$ cat config.mk
export PLATFORM = sky130hd
export DESIGN_NAME = bvac_ram
export DESIGN_NICKNAME = d
export VERILOG_FILES = /design/src/rtl/bvac_ram.sv
export SDC_FILE = /design/constraint.sdc
export NUM_CORES = 1
export LEC_CHECK = 0
export BUFFER_PORTS_ARGS = -buffer_cell sky130_fd_sc_hd__buf_2
export CAP_MARGIN = 40
export CORE_ASPECT_RATIO = 1.75
export CORE_MARGIN = 4
export CORE_UTILIZATION = 45
export CTS_CLUSTER_DIAMETER = 100
export DETAILED_ROUTE_END_ITERATION = 12
export GPL_ROUTABILITY_DRIVEN = 0
export MAX_ROUTING_LAYER = met4
export PLACE_DENSITY = 0.65
export SLEW_MARGIN = 30
export SYNTH_ARGS = -nofsm -noshare
export SYNTH_HDL_FRONTEND = slang
export SYNTH_SLANG_ARGS = --single-unit
$ cat constraint.sdc
create_clock -name clk -period 3.9 [get_ports clk]
set_clock_uncertainty 0.1 [all_clocks]
set_input_delay 0.195 -clock clk [delete_from_list [all_inputs] [get_ports clk]]
set_output_delay 0.195 -clock clk [all_outputs]
set_load 0.05 [all_outputs]
$ cat src/rtl/bvac_ram.sv
// ----------------------------------------------------------------------------
// bvac_ram
// Simple dual-port RAM: one write port, one read port with registered data.
// ----------------------------------------------------------------------------
module bvac_ram #(
	parameter int WIDTH = 16,
	parameter int DEPTH = 16
) (
	input  logic                     clk,
	input  logic                     we,
	input  logic [$clog2(DEPTH)-1:0] wr_addr,
	input  logic [WIDTH-1:0]         wr_data,
	input  logic [$clog2(DEPTH)-1:0] rd_addr,
	output logic [WIDTH-1:0]         rd_data
);

	logic [WIDTH-1:0] mem_q [DEPTH];
	logic [WIDTH-1:0] rd_data_q;

	always_ff @(posedge clk) begin
		if (we) begin
			mem_q[wr_addr] <= wr_data;
		end
		rd_data_q <= mem_q[rd_addr];
	end

	assign rd_data = rd_data_q;

endmodule

==> flow_metrics.tcl, run 1 <==
set metrics [dict create \
    die_width_um 120.9 \
    p_total_mw 5.957 \
    dr.pass1.iters 5 \
    finish.utilization_pct 52.80 \
    maxCapViolations 0 \
    setup_viol_count_final 0 \
    antennaDiodeCount 0 \
    grt_pass1_vias 4953 \
    start_util_pct 45.50 \
    period_minus_slack_ns 1.714 \
    synth.distinct_cells 19 \
    clk_pin_slew_ns 0.07 \
    leakage_nw 3.790 \
    timing.fmax_ghz 0.5833 \
    grt_overflow 0 \
    vias 4650 \
    coreArea_sq_um 22070 \
    htreeDepth 1 \
    drive_gt1_share_pct 32.58 \
    end_kind "flip-flop" \
    num-fill-cells 1682 \
    critical_path_required_ns 4.20 \
    cts_tree "built" \
    wl_per_cell_um 25.36 \
    io_pins 42 \
    crit_type "input port to flip-flop" \
    slew_violations 0 \
    port-buffer-count 41 \
    path_cells "buf_4 -> buf_12 -> mux4_1 -> a22oi_1 -> nand2_1" \
    syn-num-nets 458 \
    relSlewSlack_pct 51.94 \
    drtAntennaViolNets 0 \
    cp_num_buf_inv 2 \
    drc 0 \
    grt_usage_pct 18.19 \
    cts-root-buf "clkbuf_16" \
    drt-total-wl_um 20970 \
    antenna_found_initial 0 \
    rows 72 \
    avgSynthCellArea_sq_um 23.25 \
    cpMaxStageDelayCell "mux4_1" \
    holdWs_ns 0.2176 \
    area_growth_pct 16.03 \
    die_y_um 205.6 \
    critPathMaxStageDelay_ns 0.59 \
    power_density_nw_per_um2 511.2 \
    cts-buffers-inserted 23 \
    critPathTopFamily "buffers and inverters" \
    grt_max_degree 37 \
    dp_hpwl_um 11860 \
    grt_pass1_wl_um 31610 \
    netlist_instances 432 \
    synthesis.area_sq_um 10040 \
    status "completed" \
    setup_tns_ns 0 \
    clk_latency_ns 0.51 \
    layout_common_cells "256 x edfxtp_1, 54 x mux4_2, 40 x buf_2" \
    ys_ff_latch 272 \
    ys_seq_area_share_pct 79.73 \
    yosys_warnings 0 \
    period_share_pct 43.96 \
    crit_fanout 36 \
    drtIter0Drc 422 \
    rsz0062_at_grt "false" \
    min-delay-path-class "input port to flip-flop" \
    final_common_cell "edfxtp_1" \
    nets 541 \
    clockBufferDepth 3 \
    worst_setup_path_start_kind "input port" \
    ir_drop_mv 0.2930 \
    finalHoldViolations 0 \
    via_per_inst 5.623 \
    die_area_sq_um 24870 \
    critPathArrivalTime_ns 2.01 \
    clock_sinks 272 \
    worstMarginPinSlew_ns 0.7208 \
]
flip-flops by register name (all words and copies together), names as in the netlist:
name / cells
mem_q: 256
rd_data: 16
routing by layer:
layer	wire, um	part of all wire [%]	global-route usage [%]	up-vias
met2	10970	52	30.04	163
met5	0	0	-	-
met3	1178	5.6	1.815	48
met1	8202	39	23.75	2440
met4	619	3.0	6.442	0
li1	-	-	-	1999
final cells by class:
| cell class | instances | area [sq um] | share of cell area, % |
|---|---|---|---|
| clock buffers | 24 | 579.3 | 4.971 |
| clock inverters | 17 | 187.7 | 1.610 |
| multi-input cells | 139 | 1963 | 16.85 |
| flip-flops and latches | 272 | 8008 | 68.71 |
| well taps | 296 | 370.4 | 3.178 |
| repair buffers | 79 | 545.5 | 4.681 |
kinds of logic (layout without fill, tap and decap cells):
group           count (synthesis)  after routing  synth area share, %
buf+inv                        21            120                1.233
simple gates                   43             43                1.918
compound gates                 32             32                2.392
mux                            64             64                14.73
flops                         272            272                79.73
power by group:
| part | internal, mW | switching [mW] |
|---|---|---|
| Combinational | 0.131 | 0.233 |
| Clock | 1.30 | 1.01 |
| Sequential | 3.26 | 0.0190 |
| Total | 4.69 | 1.27 |
synth_stat cells:
library cell	instances	area, sq um
edfxtp_1	256	7687
mux4_2	54	1216
a22oi_1	32	240.2
nand2_1	17	63.81
dfxtp_1	16	320.3
nor2_1	13	48.80
mux4_1	10	262.8
clkbuf_1	8	30.03
buf_6	4	45.04
nor3_1	4	20.02
buf_1	3	11.26
buf_2	3	15.01
buf_4	3	22.52
nand2b_1	2	12.51
nand3b_1	2	15.01
nor2b_1	2	12.51
and2_1	1	6.260
nand3_1	1	5.000
or3b_2	1	8.760
repair_timing:
item / 4_1_cts / 5_1_grt
buffers inserted: 0 / 0
hold buffers: 16 / 0
gates resized for setup: 0 / 0
endpoints found under the hold margin: 256 / 0
worst register-to-register path: cells and delay by family, from the launching register on:
family             cells  cell delay [ns]
AOI/OAI and AO/OA      1             0.24
and+or+nand+nor        1             0.10
DFF                    1             0.38
muxes                  1             0.51
path summary, 6_finish.rpt:
| kind | startpoint | endpoint | slack [ns] | depth (start not counted) |
|---|---|---|---|---|
| hold / removal | wr_addr[2] | mem_q[3][6] | 0.22 | 3 |
| setup / recovery | rd_addr[0] | rd_data[6] | 2.19 | 5 |
| hold reg to reg | mem_q[12][13] | rd_data[13] | 0.57 | 3 |
| setup reg to reg | mem_q[9][9] | rd_data[9] | 2.45 | 3 |
metrics by stage:
step                instances  setup WS, ns  instance area, sq um
detailed placement        770         1.646                 10730
floorplan                 432         1.550                 10040
global route              827         2.032                 11650
finish                    827         2.186                 11650
global placement          770         1.674                 10730
CTS                       827         2.174                 11650
(Power assumes the default switching activity.)
==> run 2: changes to the inputs <==
--- a/config.mk
+++ b/config.mk
@@ -14,7 +14,7 @@
 export DETAILED_ROUTE_END_ITERATION = 12
 export GPL_ROUTABILITY_DRIVEN = 0
 export MAX_ROUTING_LAYER = met4
-export PLACE_DENSITY = 0.65
+export PLACE_DENSITY = 0.68
 export SLEW_MARGIN = 30
 export SYNTH_ARGS = -nofsm -noshare
 export SYNTH_HDL_FRONTEND = slang
==> constraint.sdc (replaced) <==
create_clock -name clk -period 1.45 [get_ports clk]
set_clock_uncertainty 0.1 [all_clocks]
set_input_delay 0.0725 -clock clk [delete_from_list [all_inputs] [get_ports clk]]
set_output_delay 0.0725 -clock clk [all_outputs]
set_load 0.05 [all_outputs]
==> run 2 against run 1 <==
Setup slack worse by 2.1 ns; clock-buffer cell count grew 2; routed wire length fell by 2.8%; critical path depth fell by 2; flip-flop and latch count unchanged; register-to-register slack worse by 2.4 ns; largest power group unchanged; first-iteration DRC count grew 4.3%; combinational power rose to 2.9 times the previous value; power rose to 2.7 times the previous value; critical endpoint is now rd_data[8]; sequential power increased to 2.7 times the previous value.
==> flow_metrics.tcl, run 2 (same netlist as run 1, synthesis figures left out) <==
set metrics [dict create \
    power_density_nw_per_um2 1329 \
    dpl.cell_count 780 \
    nets 550 \
    seqPwrFrac_pct 55.6 \
    met3_usage_pct 2.145 \
    grt_max_degree 37 \
    layout_common_cells "256 x edfxtp_1, 55 x mux4_2, 40 x buf_2" \
    cpMaxStageDelayCell "mux4_2" \
    slew_violations 0 \
    switching_share_pct 21.17 \
    port-buffer-count 41 \
    status "completed" \
    power.switching_mw 3.363 \
    fin_area_sq_um 11960 \
    grt_overflow 0 \
    use_met1_pct 21.02 \
    top_usage_layer "met2" \
    end_kind "flip-flop" \
    vias 4653 \
    cp_num_buf_inv 0 \
    hold_end "rd_data[11]" \
    cts_setup_buffers 0 \
    drc 0 \
    coreArea_sq_um 22070 \
    period_minus_slack_ns 1.389 \
    setup_tns_ns 0 \
    grt_pass1_vias 5063 \
    rsz0062_at_grt "false" \
    largest_register "mem_q" \
    area_growth_pct 19.04 \
    antenna_found_initial 0 \
    largest_register_ffs 256 \
    num-fill-cells 1664 \
    die_area_sq_um 24870 \
    worst_setup_path_start_kind "flip-flop" \
    setup_slack_ns 0.06097 \
    critPathMaxStageDelay_ns 0.47 \
    rows 72 \
    min-delay-path-class "input port to flip-flop" \
    via_per_inst 5.566 \
    worstMarginPinSlew_ns 0.7866 \
    start_util_pct 45.50 \
    cts-buffers-inserted 22 \
    r2r-end "rd_data[8]" \
    drive_gt1_share_pct 34.44 \
    htreeDepth 1 \
    placed_cell_area_sq_um 11040 \
    grt_usage_pct 17.74 \
    p_comb_share_pct 6.5 \
    clockPowerShare_pct 37.9 \
    finalHoldViolations 0 \
    path_cells "mux4_2 -> a22oi_1 -> nand2_1" \
    grt_pass1_wl_um 31110 \
    timing.fmax_ghz 0.7199 \
    crit_type "flip-flop to flip-flop" \
    period_share_pct 95.80 \
    place_worst_setup_slack_ns -0.1513 \
    die_width_um 120.9 \
    dr.pass1.iters 5 \
    grtUsageMet2_pct 31.03 \
    internal_power_mw 12.53 \
    setup_viol_count_final 0 \
    critPathTopFamily "multiplexers" \
    dp_hpwl_um 11950 \
    p_total_mw 15.89 \
    critical_path_required_ns 1.75 \
    clk_pin_slew_ns 0.07 \
    io_pins 42 \
    die_y_um 205.6 \
    clockBufferDepth 3 \
    leakage_nw 3.877 \
    stdcell_count 836 \
    clock_sinks 272 \
    antennaDiodeCount 0 \
    drtIter0Drc 440 \
    critPathArrivalTime_ns 1.69 \
    maxCapViolations 0 \
    wl_per_cell_um 24.39 \
    drt-total-wl_um 20390 \
    min_from "rd_addr[2]" \
    ir_drop_mv 0.7235 \
    hold_depth 4 \
    relSlewSlack_pct 47.45 \
    crit-reg2reg-launch "mem_q[3][8]" \
    worst_r2r_path_depth 3 \
    cts-root-buf "clkbuf_16" \
    reg2reg_slack_ns 0.06 \
    final_common_cell "edfxtp_1" \
    clk_latency_ns 0.51 \
    drtAntennaViolNets 0 \
    crit_fanout 1 \
    cts_tree "built" \
]
run 2: cell types whose count changed in the layout (fill, tap and decap cells not counted), sizes merged:
cell / previous run / this run
inv: 1 / 2
clkinvlp: 3 / 6
bufinv: 3 / 2
clkinv: 10 / 4
clkbuf: 24 / 26
buf: 63 / 73
run 2: through the flow:
stage          hold slack [ns]  util, %
4_1_cts                0.04266    54.09
3_3_place_gp            0.3319    50.02
5_1_grt                0.07453    54.17
6_report               0.05599    54.17
3_5_place_dp            0.3442    50.02
2_1_floorplan          0.07137        -
run 2: metal layers:
layer | share of wire, % | up-vias
met3 | 6.5 | 40
li1 | - | 2019
met5 | 0 | -
met4 | 3.4 | 0
met1 | 35 | 2430
met2 | 55 | 164
run 2: how the worst max path moves through the flow:
stage	startpoint	end	slack [ns]	cells past startpoint
floorplan	wr_addr[2]	mem_q[1][0]	-0.24	2
global placement	rd_addr[0]	rd_data[6]	-0.13	5
detailed placement	rd_addr[0]	rd_data[6]	-0.15	5
CTS	mem_q[9][6]	rd_data[6]	0.009	3
global route	mem_q[9][6]	rd_data[6]	0.0002	3
finish	mem_q[3][8]	rd_data[8]	0.06	3
run 2: repair_timing:
action / in CTS / in global routing
hold buffers: 16 / 0
gates resized for setup: 0 / 5
endpoints found under the hold margin: 256 / 0
endpoints found under the setup margin: 0 / 5
run 2: cell type report:
class                           instances  area, sq um  area share (%)
Tap cell                              296        370.4           3.098
Clock buffer                           26        596.8           4.992
Clock inverter                         14        141.4           1.183
Sequential cell                       272         8008           66.98
Timing Repair Buffer                   89        845.8           7.075
Multi-Input combinational cell        139         1993           16.67
run 2: power by group through the flow:
stage | registers (mW) | logic (mW) | clock network [mW]
2_1_floorplan | 9.18 | 0.435 | 0
3_3_place_gp | 9.00 | 0.990 | 0
3_5_place_dp | 9.01 | 1.01 | 0
4_1_cts | 8.83 | 1.05 | 6.14
5_1_grt | 8.84 | 1.11 | 6.48
6_report | 8.83 | 1.04 | 6.02
run 2: worst register-to-register path, cell delays in order, from the launching register on:
cell      delay, ns
edfxtp_1       0.36
mux4_2         0.47
a22oi_1        0.26
nand2_1        0.09
==> run 3: changes to the inputs <==
--- a/config.mk
+++ b/config.mk
@@ -5,6 +5,7 @@
 export SDC_FILE = /design/constraint.sdc
 export NUM_CORES = 1
 export LEC_CHECK = 0
+export ABC_AREA = 1
 export BUFFER_PORTS_ARGS = -buffer_cell sky130_fd_sc_hd__buf_2
 export CAP_MARGIN = 40
 export CORE_ASPECT_RATIO = 1.75
@@ -14,7 +15,8 @@
 export DETAILED_ROUTE_END_ITERATION = 12
 export GPL_ROUTABILITY_DRIVEN = 0
 export MAX_ROUTING_LAYER = met4
-export PLACE_DENSITY = 0.68
+export PLACE_DENSITY = 0.6
+export RECOVER_POWER = 100
 export SLEW_MARGIN = 30
 export SYNTH_ARGS = -nofsm -noshare
 export SYNTH_HDL_FRONTEND = slang
==> run 3 against run 2 <==
Final area is 8.5% higher; non-clock buffer count increased by 7; die area increased by 13%; clock-buffer cell count grew 2; core utilization decreased by 1.9 points; via count grew 55%; flip-flop and latch count unchanged; first-iteration DRC count is 10% higher; global-route usage up 1.6 points; routed wire length rose by 26%; sequential share of layout area down 5.3 points; critical path type is now flip-flop to primary output; largest power group unchanged; highest routed layer unchanged.
==> flow_metrics.tcl, run 3 <==
set metrics [dict create \
    status "completed" \
    fin_area_sq_um 12970 \
    worst_r2r_path_depth 6 \
    period_minus_slack_ns 1.387 \
    cts-buffers-inserted 23 \
    synth.distinct_cells 13 \
    synthArstFlopShare_pct 0 \
    critPathMaxStageDelay_ns 0.39 \
    worst_setup_path_start_kind "flip-flop" \
    finalHoldViolations 0 \
    coreArea_sq_um 24820 \
    clock_sinks 272 \
    final_common_cell "nand2_1" \
    grt_overflow 0 \
    cts_setup_buffers 0 \
    antennaDiodeCount 0 \
    path_cells "clkbuf_2" \
    place_worst_setup_slack_ns 0.1527 \
    synth_top_area_share_pct 67.55 \
    yosys-top-cells-area "edfxtp_1 68%, nand2_1 11%, nand3_1 8.5%" \
    via_per_inst 4.906 \
    htreeDepth 1 \
    largest_register "mem_q" \
    drt-total-wl_um 25750 \
    timing.fmax_ghz 0.7209 \
    crit_fanout 1 \
    rsz0062_at_grt "false" \
    seqPwrFrac_pct 54.3 \
    p_total_mw 16.30 \
    grt_max_degree 47 \
    cts_tree "built" \
    period_share_pct 95.67 \
    min-delay-path-class "input port to flip-flop" \
    die_area_sq_um 28000 \
    power.switching_mw 3.637 \
    grt_usage_pct 19.39 \
    grt_pass1_wl_um 40590 \
    critPathArrivalTime_ns 1.21 \
    worstMarginPinSlew_ns 1.048 \
    cpMaxStageDelayCell "dfxtp_1" \
    io_pins 42 \
    synth_edf_count 256 \
    yosysMostFrequentCell "nand2_1" \
    clk_pin_slew_ns 0.07 \
    cp.depth 1 \
    clk_latency_ns 0.52 \
    ys_ff_latch 272 \
    cp_num_buf_inv 1 \
    vias 7216 \
    area_growth_pct 14.01 \
    end_kind "primary output" \
    avgSynthCellArea_sq_um 10.60 \
    maxCapViolations 0 \
    drc 0 \
    power_density_nw_per_um2 1256 \
    setup_slack_ns 0.06282 \
    die_y_um 218.4 \
    nets 1170 \
    clockBufferDepth 3 \
    slew_violations 0 \
    dp_hpwl_um 16500 \
    drtIter0Drc 484 \
    rows 76 \
    synth_common_cells "341 x nand2_1, 256 x edfxtp_1, 196 x inv_1, 193 x nand3_1, 19 x buf_2" \
    grt_pass1_vias 7407 \
    layout_common_cells "341 x nand2_1, 256 x edfxtp_1, 196 x inv_1" \
    die_width_um 128.2 \
    hold_depth 5 \
    crit_type "flip-flop to primary output" \
    relSlewSlack_pct 30.12 \
    setup_tns_ns 0 \
    drtAntennaViolNets 0 \
    antenna_found_initial 0 \
    yosysTopAreaCell "edfxtp_1" \
    port-buffer-count 41 \
    drive_gt1_share_pct 7.506 \
    start_util_pct 45.86 \
    placed_cell_area_sq_um 12380 \
    synthesis.area_sq_um 11380 \
    switching_share_pct 22.32 \
    netlist_instances 1074 \
    wl_per_cell_um 17.50 \
    leakage_nw 5.526 \
    syn-num-nets 1100 \
    critPathTopFamily "flip-flops" \
    critical_path_required_ns 1.28 \
    dr.pass1.iters 5 \
    clockPowerShare_pct 37.9 \
    setup_viol_count_final 0 \
    ir_drop_mv 0.7009 \
    internal_power_mw 12.66 \
    cts-root-buf "clkbuf_16" \
    synthFlopType "edfxtp_1" \
    p_comb_share_pct 7.9 \
    largest_register_ffs 256 \
    ys_seq_area_share_pct 70.36 \
    yosys_warnings 0 \
]
==> run 3: changes by cell type after synthesis, sizes merged, moves of 28 or more <==
cell,previous run,this run
nand3,1,193
nand2,17,341
inv,0,198
a22oi,32,0
mux4,64,0
buf,13,41
==> run 3: power groups by stage <==
stage	clock, mW	sequential [mW]	combinational, mW
floorplan	0	9.18	0.593
global placement	0	9.01	1.30
detailed placement	0	9.01	1.31
CTS	6.32	8.84	1.35
global route	6.60	8.85	1.42
finish	6.17	8.84	1.28
==> run 3: cell families after synthesis <==
family / Yosys count / synth area share (%)
and+or+nand+nor: 553 / 20.43
DFF: 272 / 70.36
buffers and inverters: 249 / 9.213
==> run 3: area by class of cell <==
| class | count | area, sq um |
|---|---|---|
| Inverter | 198 | 745.7 |
| Sequential cell | 272 | 8008 |
| Clock buffer | 28 | 604.3 |
| Fill cell | 2161 | 11840 |
| Tap cell | 312 | 390.4 |
| Timing Repair Buffer | 96 | 763.2 |
| Multi-Input combinational cell | 553 | 2325 |
| Clock inverter | 12 | 138.9 |
==> run 3: per-stage QoR <==
step | hold slack, ns | util (%) | instances
after floorplan | 0.07137 | - | 1074
after global placement | 0.3830 | 49.87 | 1414
after detailed placement | 0.3944 | 49.87 | 1414
after CTS | 0.02323 | 53.55 | 1471
after global routing | 0.03797 | 52.28 | 1471
final | 0.03823 | 52.28 | 1471
==> run 3: repair_timing <==
action / in CTS / in global routing
hold endpoints to repair: 270 / 0
gates resized for setup: 0 / 0
hold buffers: 17 / 0
==> run 3: path summary, 6_finish.rpt <==
path,start,end,slack (ns)
min,rd_addr[2],rd_data[15],0.04
max,rd_data[6],rd_data[6],0.06
min reg2reg,mem_q[11][15],rd_data[15],0.56
max reg2reg,mem_q[10][3],rd_data[3],0.34
==> run 3: layer usage <==
metal	routed length, um	GRT usage (%)
met1	10330	22.38
met2	13700	34.55
met3	979	2.323
met4	739	6.799
met5	0	-
